===== src/sv/irqpk_pkg.sv =====
package irqpk_pkg;

  localparam int unsigned WordBits   = 32;
  localparam int unsigned BitW       = 5;
  localparam int unsigned VecW       = 9;
  localparam int unsigned LimitW     = 12;
  localparam logic [LimitW-1:0] LimitReset = 12'd512;

  localparam logic ActRaise = 1'b0;
  localparam logic ActClaim = 1'b1;

  typedef enum logic [1:0] {
    StOk        = 2'd0,
    StSpurious  = 2'd1,
    StEmptyWord = 2'd2,
    StOverLimit = 2'd3
  } status_e;

  typedef logic [WordBits-1:0] word_t;

endpackage


===== src/sv/irqpk_req_if.sv =====
interface irqpk_req_if import irqpk_pkg::*; ();
  logic            valid;
  logic            ready;
  logic            action;
  logic [VecW-1:0] vector_in;

  modport source (output valid, action, vector_in, input ready);
  modport sink   (input valid, action, vector_in, output ready);
endinterface


===== src/sv/irqpk_rsp_if.sv =====
interface irqpk_rsp_if import irqpk_pkg::*; ();
  logic            valid;
  logic            ready;
  logic            found;
  logic [VecW-1:0] vector_out;
  logic            more_pending;
  status_e         status;

  modport source (output valid, found, vector_out, more_pending, status, input ready);
  modport sink   (input valid, found, vector_out, more_pending, status, output ready);
endinterface


===== src/sv/two_level_pending_irq_picker.sv =====
// Two-level pending interrupt picker. A raise beat marks vector_in pending in its
// group word and sets the group's summary bit; a claim beat returns the lowest pending
// vector (lowest summary group, then lowest bit in that word), clears it, and reports
// whether anything stays pending. The group words live in a single-port memory with a
// registered read: the accept cycle reads the word, and the RMW state, once the output
// is free, modifies it, writes it back and loads the result register. One beat is in
// flight at a time; a new beat is taken while the previous result still waits at the
// output. Per-word valid bits replace a memory clear, so the block is ready right after
// reset. Write vector_limit via cfg_we_i/cfg_wdata_i only while idle; not enforced here.
module two_level_pending_irq_picker import irqpk_pkg::*; #(
  parameter int unsigned GROUPS = 16
) (
  input  logic              clk_i,
  input  logic              rst_ni,
  irqpk_req_if.sink         req_i,
  irqpk_rsp_if.source       rsp_o,
  input  logic              cfg_we_i,
  input  logic [LimitW-1:0] cfg_wdata_i
);

  localparam int unsigned GW   = (GROUPS > 1) ? $clog2(GROUPS) : 1;
  localparam int unsigned VecFW = GW + BitW;

  typedef enum logic {StIdle, StRmw} state_e;

  state_e            state_q;
  logic              out_valid_q;
  logic              found_q;
  logic [VecW-1:0]   vector_out_q;
  logic              more_q;
  status_e           status_q;

  word_t             pend_mem_q [GROUPS];
  word_t             rdata_q;
  logic              rvalid_q;
  logic [GROUPS-1:0] wvalid_q;
  logic [GROUPS-1:0] summary_q, summary_d;
  logic [LimitW-1:0] limit_q;

  logic              act_q;
  logic [BitW-1:0]   bit_sel_q;
  logic [GW-1:0]     grp_q, grp_d;
  logic              raise_ok_q, raise_ok_d;

  logic              accept, finish;
  word_t             word, word_new;
  logic [BitW-1:0]   bit_idx;
  logic [VecFW-1:0]  vec;
  logic              we;
  logic              found_d, more_d;
  logic [VecW-1:0]   vec_out_d;
  status_e           status_d;

  function automatic logic [GW-1:0] lowest_grp(input logic [GROUPS-1:0] s);
    logic [GW-1:0] idx;
    idx = '0;
    for (int i = GROUPS - 1; i >= 0; i--) begin
      if (s[i]) idx = GW'(i);
    end
    return idx;
  endfunction

  function automatic logic [BitW-1:0] lowest_bit(input word_t w);
    logic [BitW-1:0] idx;
    idx = '1;
    for (int i = WordBits - 1; i >= 0; i--) begin
      if (w[i]) idx = BitW'(i);
    end
    return idx;
  endfunction

  assign req_i.ready = (state_q == StIdle);
  assign accept      = req_i.valid && req_i.ready;
  assign finish      = (state_q == StRmw) && (!out_valid_q || rsp_o.ready);

  assign rsp_o.valid        = out_valid_q;
  assign rsp_o.found        = found_q;
  assign rsp_o.vector_out   = vector_out_q;
  assign rsp_o.more_pending = more_q;
  assign rsp_o.status       = status_q;

  // group select at accept
  always_comb begin
    raise_ok_d = (32'(req_i.vector_in[VecW-1:BitW]) < GROUPS);
    if (req_i.action == ActClaim) begin
      grp_d = lowest_grp(summary_q);
    end else begin
      grp_d = GW'(req_i.vector_in[VecW-1:BitW]);
    end
  end

  // modify stage
  always_comb begin
    word      = rvalid_q ? rdata_q : '0;
    bit_idx   = lowest_bit(word);
    word_new  = word;
    summary_d = summary_q;
    we        = 1'b0;
    found_d   = 1'b0;
    more_d    = 1'b0;
    vec_out_d = '0;
    status_d  = StOk;
    vec       = {grp_q, bit_idx};
    if (act_q == ActRaise) begin
      if (raise_ok_q) begin
        word_new         = word | (word_t'(1) << bit_sel_q);
        we               = 1'b1;
        summary_d[grp_q] = 1'b1;
      end
    end else if (summary_q == '0) begin
      status_d = StSpurious;
    end else if (word == '0) begin
      status_d = StEmptyWord;
    end else begin
      word_new = word & ~(word_t'(1) << bit_idx);
      we       = 1'b1;
      if (word_new == '0) summary_d[grp_q] = 1'b0;
      more_d = (summary_d != '0);
      if (LimitW'(vec) >= limit_q) begin
        status_d = StOverLimit;
      end else begin
        found_d   = 1'b1;
        vec_out_d = VecW'(vec);
      end
    end
  end

  // word memory
  always_ff @(posedge clk_i) begin
    if (accept) rdata_q <= pend_mem_q[grp_d];
    if (finish && we) pend_mem_q[grp_q] <= word_new;
  end

  always_ff @(posedge clk_i or negedge rst_ni) begin
    if (!rst_ni) begin
      summary_q  <= '0;
      wvalid_q   <= '0;
      limit_q    <= LimitReset;
      rvalid_q   <= 1'b0;
      act_q      <= ActRaise;
      bit_sel_q  <= '0;
      grp_q      <= '0;
      raise_ok_q <= 1'b0;
    end else begin
      if (cfg_we_i) limit_q <= cfg_wdata_i;
      if (accept) begin
        rvalid_q   <= wvalid_q[grp_d];
        act_q      <= req_i.action;
        bit_sel_q  <= req_i.vector_in[BitW-1:0];
        grp_q      <= grp_d;
        raise_ok_q <= raise_ok_d;
      end
      if (finish) begin
        summary_q <= summary_d;
        if (we) wvalid_q[grp_q] <= 1'b1;
      end
    end
  end

  always_ff @(posedge clk_i or negedge rst_ni) begin
    if (!rst_ni) begin
      state_q      <= StIdle;
      out_valid_q  <= 1'b0;
      found_q      <= 1'b0;
      vector_out_q <= '0;
      more_q       <= 1'b0;
      status_q     <= StOk;
    end else begin
      unique case (state_q)
        StIdle: begin
          if (rsp_o.ready) out_valid_q <= 1'b0;
          if (accept) state_q <= StRmw;
        end
        StRmw: begin
          if (finish) begin
            state_q      <= StIdle;
            out_valid_q  <= 1'b1;
            found_q      <= found_d;
            vector_out_q <= vec_out_d;
            more_q       <= more_d;
            status_q     <= status_d;
          end
        end
        default: state_q <= StIdle;
      endcase
    end
  end

  a_summary_has_word: assert property (@(posedge clk_i) disable iff (!rst_ni)
    (summary_q & ~wvalid_q) == '0)
    else $error("summary bit set for a word never written");

  a_more_matches_summary: assert property (@(posedge clk_i) disable iff (!rst_ni)
    finish && act_q == ActClaim |=> rsp_o.more_pending == (summary_q != '0)
      || rsp_o.status == StSpurious || rsp_o.status == StEmptyWord)
    else $error("more_pending disagrees with summary");

  a_spurious_when_empty: assert property (@(posedge clk_i) disable iff (!rst_ni)
    finish && act_q == ActClaim && summary_q == '0 |=> rsp_o.status == StSpurious)
    else $error("claim on empty summary not reported spurious");

  a_found_is_ok: assert property (@(posedge clk_i) disable iff (!rst_ni)
    rsp_o.valid && rsp_o.found |-> rsp_o.status == StOk)
    else $error("found beat carries an error status");

endmodule


===== src/flat_wrapper.sv =====
// flat-port wrapper written by rule: the top's interface ports become plain ports
module two_level_pending_irq_picker_flat import irqpk_pkg::*;
#(
  parameter int unsigned GROUPS = 16
)
  (clk_i, rst_ni, cfg_we_i, cfg_wdata_i, req_i_valid, req_i_action, req_i_vector_in, req_i_ready, rsp_o_valid, rsp_o_found, rsp_o_vector_out, rsp_o_more_pending, rsp_o_status, rsp_o_ready);
  irqpk_req_if req_i_i ();
  irqpk_rsp_if rsp_o_i ();
  input  logic clk_i;
  input  logic rst_ni;
  input  logic cfg_we_i;
  input  logic [LimitW-1:0] cfg_wdata_i;
  input wire logic [$bits(req_i_i.valid)-1:0] req_i_valid;
  input wire logic [$bits(req_i_i.action)-1:0] req_i_action;
  input wire logic [$bits(req_i_i.vector_in)-1:0] req_i_vector_in;
  output wire logic [$bits(req_i_i.ready)-1:0] req_i_ready;
  output wire logic [$bits(rsp_o_i.valid)-1:0] rsp_o_valid;
  output wire logic [$bits(rsp_o_i.found)-1:0] rsp_o_found;
  output wire logic [$bits(rsp_o_i.vector_out)-1:0] rsp_o_vector_out;
  output wire logic [$bits(rsp_o_i.more_pending)-1:0] rsp_o_more_pending;
  output wire logic [$bits(rsp_o_i.status)-1:0] rsp_o_status;
  input wire logic [$bits(rsp_o_i.ready)-1:0] rsp_o_ready;
  assign req_i_i.valid = req_i_valid;
  assign req_i_i.action = req_i_action;
  assign req_i_i.vector_in = req_i_vector_in;
  assign req_i_ready = req_i_i.ready;
  assign rsp_o_valid = rsp_o_i.valid;
  assign rsp_o_found = rsp_o_i.found;
  assign rsp_o_vector_out = rsp_o_i.vector_out;
  assign rsp_o_more_pending = rsp_o_i.more_pending;
  assign rsp_o_status = rsp_o_i.status;
  assign rsp_o_i.ready = rsp_o_ready;
  two_level_pending_irq_picker #(.GROUPS(GROUPS)) u_core (.clk_i(clk_i), .rst_ni(rst_ni), .req_i(req_i_i), .rsp_o(rsp_o_i), .cfg_we_i(cfg_we_i), .cfg_wdata_i(cfg_wdata_i));
endmodule

===== config.mk =====
export PLATFORM = sky130hd
export DESIGN_NAME = two_level_pending_irq_picker_flat
export DESIGN_NICKNAME = d
export VERILOG_FILES = /design/src/sv/irqpk_pkg.sv /design/src/sv/irqpk_req_if.sv /design/src/sv/irqpk_rsp_if.sv /design/src/sv/two_level_pending_irq_picker.sv /design/src/flat_wrapper.sv
export SDC_FILE = /design/constraint.sdc
export NUM_CORES = 1
export LEC_CHECK = 0
export BUFFER_PORTS_ARGS = -buffer_cell sky130_fd_sc_hd__buf_2
export CORE_ASPECT_RATIO = 0.75
export CORE_MARGIN = 4
export CORE_UTILIZATION = 25
export CTS_BUF_LIST = sky130_fd_sc_hd__clkbuf_4 sky130_fd_sc_hd__clkbuf_8
export CTS_CLUSTER_DIAMETER = 40
export CTS_CLUSTER_SIZE = 14
export DETAILED_ROUTE_END_ITERATION = 10
export PLACE_DENSITY_LB_ADDON = 0.12
export SETUP_SLACK_MARGIN = 0.5
export SLEW_MARGIN = 30
export SYNTH_ARGS = -nofsm -noshare
export SYNTH_HDL_FRONTEND = slang
export SYNTH_SLANG_ARGS = --single-unit

===== constraint.sdc =====
create_clock -name clk_i -period 5.83 [get_ports clk_i]
set_input_delay 1.166 -clock clk_i [delete_from_list [all_inputs] [get_ports clk_i]]
set_output_delay 1.166 -clock clk_i [all_outputs]
set_load 0.03 [all_outputs]

Word level (Yosys, flattened, before mapping) --
Memory sizes are Yosys's and may differ from the RTL's. A register that Yosys moved wholly into a read port is not among the register bits. Cells that the tools add are included.
Word-level totals: register bits 71, latch bits 0, bits in writable memories 512, bits in read-only memories 0, input bits 27, output and inout port bits 15, word-level logic and storage cells 140, memories 1
Operators by class: add/subtract/negate cells 0, $mul 0, div/mod/pow operators 0, magnitude comparators 4, equality and inequality tests 4, shift operators 2, multiplexer cells 92, bitwise gates (word level) 8, reductions and logical operators 15
Memory list:
- u_core.pend_mem_q | words 16, bits a word 32, rd ports 1, clocked after memory_dff 1, write ports 1, RTL line two_level_pending_irq_picker.sv:33 | word_t pend_mem_q [GROUPS];
Operator list (count):
- two-way mux 32 bit | 5
- two-way mux 16 bit | 8
- two-way mux 4 bit | 25
- two-way mux 5 bit | 16
- zero test 32 bit | 2
- << shifter 1 x 5 -> 32 bit, first input constant | 2
- two-way mux 9 bit | 4
- AND 32 bit | 1
- NOT 32 bit | 1
- bitwise OR 16 bit | 2
- bitwise OR 32 bit | 1
- two-way mux 1 bit | 20
- AND 16 bit | 1
- zero test 16 bit | 1
- NOT 16 bit | 1
- nonzero test 16 bit | 1
- greater-or-equal comparator 9 x 12 -> 1 bit | 1
- two-way mux 2 bit | 6
- two-way mux 3 bit | 4
- less-than comparator 4 x 5 -> 1 bit, second input constant | 2
- != test 2 bit, second input constant | 4
- AND reduction 2 bit | 3
- binary-select mux 1 bit (select 4 bit) | 1
- demux 1 bit (select 4 bit) | 1
- 8 further kinds | 12

Depth between registers and ports, before layout --
depth in word-level cells 44, gate-level depth with buffers 20, depth with buffers taken out 18

Worst setup path after synthesis --
Ideal clock, no wire load.
path type register to register, from register u_core.rdata_q[29], read port of u_core.pend_mem_q, to register u_core.vector_out_q[0] (netlist: u_core.rsp_o.vector_out[0]), data arrival time 4.147 ns, slack 1.615 ns, cell stages (with the launch flop) 20, cell sequence edfxtp_1 -> nand2b_1 -> a2111oi_2 -> o221a_2 -> nor3_1 -> or2_2 -> clkbuf_1 -> inv_1 -> ha_1 -> nand2b_1 -> a21o_1 -> a21o_1 -> a21o_1 -> a21o_1 -> a21o_1 -> a21o_1 -> a21o_1 -> a21o_1 -> a21boi_1 -> a22o_1
On the way: longest elaborated chain between the ends 36, elaborated cells between the ends (all ways) 37, classes of those cells order compare: 1; mux: 35; reduce/logical: 1
RTL lines:
- start: declaration | RTL line two_level_pending_irq_picker.sv:34 | word_t rdata_q;
- two-way mux 32 bit (*) | RTL line two_level_pending_irq_picker.sv:94 | word = rvalid_q ? rdata_q : '0;
- two-way mux 2 bit (2 in a row) | RTL line two_level_pending_irq_picker.sv:67 | if (w[i]) idx = BitW'(i);
- two-way mux 3 bit (4 in a row) | RTL line two_level_pending_irq_picker.sv:67
- two-way mux 4 bit (8 in a row) | RTL line two_level_pending_irq_picker.sv:67
- two-way mux 5 bit (16 in a row) | RTL line two_level_pending_irq_picker.sv:67
- greater-or-equal comparator 9 x 12 -> 1 bit | RTL line two_level_pending_irq_picker.sv:119 | if (LimitW'(vec) >= limit_q) begin
- two-way mux 9 bit | RTL line two_level_pending_irq_picker.sv:119
- two-way mux 9 bit (*) | RTL line two_level_pending_irq_picker.sv:112 | end else if (word == '0) begin
- two-way mux 9 bit (*) | RTL line two_level_pending_irq_picker.sv:110 | end else if (summary_q == '0) begin
- two-way mux 9 bit (*) | RTL line two_level_pending_irq_picker.sv:104 | if (act_q == ActRaise) begin
- end signal: assignment | RTL line two_level_pending_irq_picker.sv:179 | vector_out_q <= vec_out_d;
- end: declaration | RTL line two_level_pending_irq_picker.sv:29 | logic [VecW-1:0] vector_out_q;
Every way passes the cells marked *; elsewhere a longest branch is shown, timed or not. A chain may end at the register's enable or synchronous reset.

Worst setup path after layout --
from register u_core.rdata_q[29], read port of u_core.pend_mem_q, to register u_core.more_q (netlist: u_core.rsp_o.more_pending)
On the way: longest elaborated chain between the ends 43, elaborated cells between the ends (all ways) 44, classes of those cells shift: 1; mux: 38; bitwise: 2; reduce/logical: 3
RTL lines:
- two-way mux 32 bit (*) | RTL line two_level_pending_irq_picker.sv:94
- two-way mux 2 bit (2 in a row) | RTL line two_level_pending_irq_picker.sv:67
- two-way mux 3 bit (4 in a row) | RTL line two_level_pending_irq_picker.sv:67
- two-way mux 4 bit (8 in a row) | RTL line two_level_pending_irq_picker.sv:67
- two-way mux 5 bit (16 in a row) | RTL line two_level_pending_irq_picker.sv:67
- << shifter 1 x 5 -> 32 bit | RTL line two_level_pending_irq_picker.sv:115 | word_new = word & ~(word_t'(1) << bit_idx);
- NOT 32 bit | RTL line two_level_pending_irq_picker.sv:115
- AND 32 bit | RTL line two_level_pending_irq_picker.sv:115
- zero test 32 bit | RTL line two_level_pending_irq_picker.sv:117 | if (word_new == '0) summary_d[grp_q] = 1'b0;
- two-way mux 16 bit | RTL line two_level_pending_irq_picker.sv:117
- two-way mux 16 bit | RTL line two_level_pending_irq_picker.sv:112
- two-way mux 16 bit | RTL line two_level_pending_irq_picker.sv:110
- two-way mux 16 bit | RTL line two_level_pending_irq_picker.sv:104
- nonzero test 16 bit | RTL line two_level_pending_irq_picker.sv:118 | more_d = (summary_d != '0);
- two-way mux 1 bit (*) | RTL line two_level_pending_irq_picker.sv:112
- two-way mux 1 bit (*) | RTL line two_level_pending_irq_picker.sv:110
- two-way mux 1 bit (*) | RTL line two_level_pending_irq_picker.sv:104
- end signal: assignment | RTL line two_level_pending_irq_picker.sv:180 | more_q <= more_d;
- end: declaration | RTL line two_level_pending_irq_picker.sv:30 | logic more_q;
Every way passes the cells marked *; elsewhere a longest branch is shown, timed or not. The select of a mux whose other input is x is not followed.

==> key figures <==
Die
  – Row cnt: 102
  – Die width: 382 um
  – Io pins: 42
  – Area of the core: 0.104 mm^2
  – Die area: 0.110 mm^2
  – Die Y-Extent: 288 um
  – Initial cell density of the core: 25.3%

Final layout
  – P&R area growth vs syn: 17.7%
  – Final Util: 29.8%
  – Fill cells: 10589
  – Most common cell after layout, fill and taps aside: edfxtp_1
  – Nets: 2231
  – Share of layout cells above drive strength 1: 15.4%
  – Non-Filler Instances: 3680
  – Most frequent cells in the layout: 544 x edfxtp_1, 333 x nand2_1, 240 x nor2_1, 123 x o21ai_0, 109 x nand3_1

Detailed routing
  – Met3 routed WL: 4340 um
  – Met1 WL: 46400 um
  – WL/cell: 24.6 um
  – Initial DRC Count: 1430
  – Uppermost routed layer: met5
  – Vias: 17552
  – Post-Route WL: 90600 um
  – First-pass DRT Iterations: 5
  – Post-route antenna net violation count: 0
  – Drt via density: 4.77
  – # DRC: 0
  – WL met2: 38200 um

Clocking
  – H-tree depth: 3
  – CTS Root Cell: clkbuf_8
  – TritonCTS clock tree: done
  – TritonCTS buffer count: 94
  – Clock latency on the worst-skew pair: 0.77 ns
  – Setup Fix Bufs, Post-CTS: 0
  – CTS clock-pin slew for the worst setup and hold paths: 0.07 ns
  – Clock Sinks: 615
  – CTS Buffer Depth: 3
  – CTS Hold Bufs: 0
  – Number of gates resized after cts: 0

Yosys
  – Ys async rst share: 11.5%
  – YS warnings: 0
  – Seq/Total Area, Yosys: 69.1%
  – Synthesized cell area: 0.0262 mm^2
  – Primary FF master, synth: edfxtp_1
  – Mean Syn Cell Area: 12.5 um^2
  – Syn Inst Count: 2102
  – Synth Net Count: 2138
  – Post-synth EDFFs: 544
  – Synth cell types: 76
  – FF+latch count, synth: 615

Timing
  – Final worst clock skew: 0.0474 ns
  – Final min period: 5.11 ns
  – Final period util: 87.7%
  – Setup tns final: 0 ns
  – Max-slew violations: 0
  – Fmax: 196 MHz
  – Final setup viols: 0
  – RSZ-0062 raised after global routing: no
  – Worst Hold Slack: 0.412 ns
  – Worst slew margin: 32.2%
  – Worst-Margin Slew: 1.01 ns
  – Final Hold Fails: 0

Power
  – Clk pwr share: 29.4%
  – PwrDens: 472 mW/mm^2
  – Static Leak: 10.8 nW
  – Net Switching: 5.48 mW
  – Sequential share of power: 41.1%
  – Logic pwr share: 29.5%
  – Peak VDD IR: 189 uV
  – Int Pwr: 9.11 mW
  – Net Sw Frac: 37.6%

Global route
  – Pin count of the biggest net entering global routing: 114
  – Grt ovf: 0
  – Vias in the first global route: 17106
  – First-pass GRT wire length: 129000 um
  – Antenna violations before repair: 9
  – GRT Util Overall: 16.3%

Outcome
  – Status: complete, no violations

Placed design
  – IO Port Bufs: 41
  – Global placement routability congestion: 0.877
  – DP Cell Count: 3503
  – Dpl hpwl: 54500 um

Setup path
  – CP startpoint kind: register
  – Critical Path Sink Type: register
  – Crit Path Max Fanout: 15
  – WP data required: 6.48 ns
  – Crit path DAT: 5.76 ns
  – Critical setup path kind: register to register

Flow run
  – Max-cap violations: 0

Worst hold path
  – Min-Delay Path Class: primary input to asynchronous set/reset pin
==> kinds of logic after synthesis <==
kind of cell	count (synthesis)	share of synthesized area, %
AOI/OAI and AO/OA	361	9.48
adders and majority gates	9	0.430
buffers and inverters	169	2.52
DFF	615	69.1
muxes	111	4.26
and+or+nand+nor	837	14.2
==> path summary, 6_finish.rpt <==
| kind | startpoint | end | slack (ns) | depth (start not counted) |
|---|---|---|---|---|
| setup / recovery | u_core.rdata_q[29] | u_core.rsp_o.more_pending | 0.72 | 13 |
| hold / removal | rst_ni | u_core.summary_q[1] | 0.41 | 2 |
| setup reg to reg | u_core.rdata_q[29] | u_core.rsp_o.more_pending | 0.72 | 13 |
| hold reg to reg | u_core.wvalid_q[14] | u_core.wvalid_q[14] | 0.47 | 1 |
| max in group asynchronous | rst_ni | u_core.limit_q[9] | 4.80 | 3 |
| min in group clk_i | u_core.wvalid_q[14] | u_core.wvalid_q[14] | 0.47 | 1 |
==> power by group through the flow <==
| stage | sequential, mW | combinational [mW] | clock [mW] |
|---|---|---|---|
| detailed placement | 6.07 | 4.32 | 0 |
| global route | 6.03 | 4.69 | 4.63 |
| floorplan | 5.95 | 2.50 | 0 |
| CTS | 5.98 | 4.33 | 4.44 |
| finish | 5.99 | 4.31 | 4.29 |
| global placement | 6.07 | 4.35 | 0 |
==> state kept, by name (all words and copies together), names as in the netlist <==
register / cells
u_core.rsp_o.more_pending: 1
u_core.rdata_q: 32
u_core.grp_q: 4
u_core.raise_ok_q: 1
u_core.rsp_o.status: 2
u_core.rsp_o.vector_out: 9
u_core.rsp_o.valid: 1
u_core.limit_q: 12
u_core.rvalid_q: 1
u_core.pend_mem_q: 512
u_core.bit_sel_q: 5
u_core.wvalid_q: 16
u_core.act_q: 1
u_core.rsp_o.found: 1
u_core.summary_q: 16
u_core.state_q: 1
==> per-stage QoR <==
stage	total power, mW	instance area [um^2]	worst slack, ns
after floorplan	8.45	26200	1.62
after global placement	10.4	28500	0.656
after detailed placement	10.4	28600	0.895
after CTS	14.7	30800	0.859
after global routing	15.4	30900	0.546
final	14.6	30900	0.717
==> final cells by class <==
type                    count  area [um^2]  share of cell area (%)
diodes                      2         5.00                  0.0162
multi-input cells        1318         7560                    24.5
clock buffers             100         1350                    4.36
flip-flops and latches    615        18100                    58.7
repair buffers            123         1030                    3.33
well taps                1404         1760                    5.69
clock inverters            75          885                    2.87
inverters                  43          166                   0.539
==> cell usage after synthesis, drive strengths merged (5+ instances only) <==
| library cell | count | area share, % |
|---|---|---|
| nand2 | 335 | 4.8 |
| a22o | 9 | 0.30 |
| or2 | 5 | 0.12 |
| o221ai | 35 | 1.2 |
| and2 | 8 | 0.19 |
| a21oi | 37 | 0.71 |
| nor2b | 14 | 0.33 |
| a211oi | 7 | 0.20 |
| nor3 | 22 | 0.42 |
| or4 | 8 | 0.23 |
| a22oi | 24 | 0.69 |
| o22ai | 6 | 0.14 |
| clkbuf | 106 | 1.5 |
| buf | 20 | 0.37 |
| nor4 | 13 | 0.39 |
| dfrtp | 70 | 6.7 |
| a31oi | 14 | 0.33 |
| edfxtp | 544 | 62 |
| ha | 9 | 0.43 |
| a32oi | 32 | 1.1 |
| nand2b | 27 | 0.64 |
| nand3 | 109 | 2.1 |
| mux2i | 107 | 4.1 |
| nand3b | 33 | 0.95 |
| a21o | 11 | 0.32 |
| inv | 43 | 0.63 |
| o21ai | 126 | 2.4 |
| nor2 | 242 | 3.5 |
| o31ai | 10 | 0.29 |
| nor3b | 10 | 0.29 |
==> routing by layer <==
metal  up-vias  GRT usage [%]
met1      8989           24.9
met3       116           2.99
li1       7994              -
met2       451           23.6
met4         2           4.21
met5         -              0
==> critical path, stage by stage (launching register included) <==
cell and delay (ns):
edfxtp_1 0.58, nor2_1 0.11, o311ai_0 0.46, a31o_2 0.29
a21o_1 0.39, inv_1 0.11, buf_4 0.19, nor2_1 0.38
a21boi_0 0.35, o31a_1 0.32, or4b_1 0.82, o32ai_1 0.43
o2111ai_1 0.17, o41a_1 0.38
No activity file was read; power rests on OpenSTA's default activity.
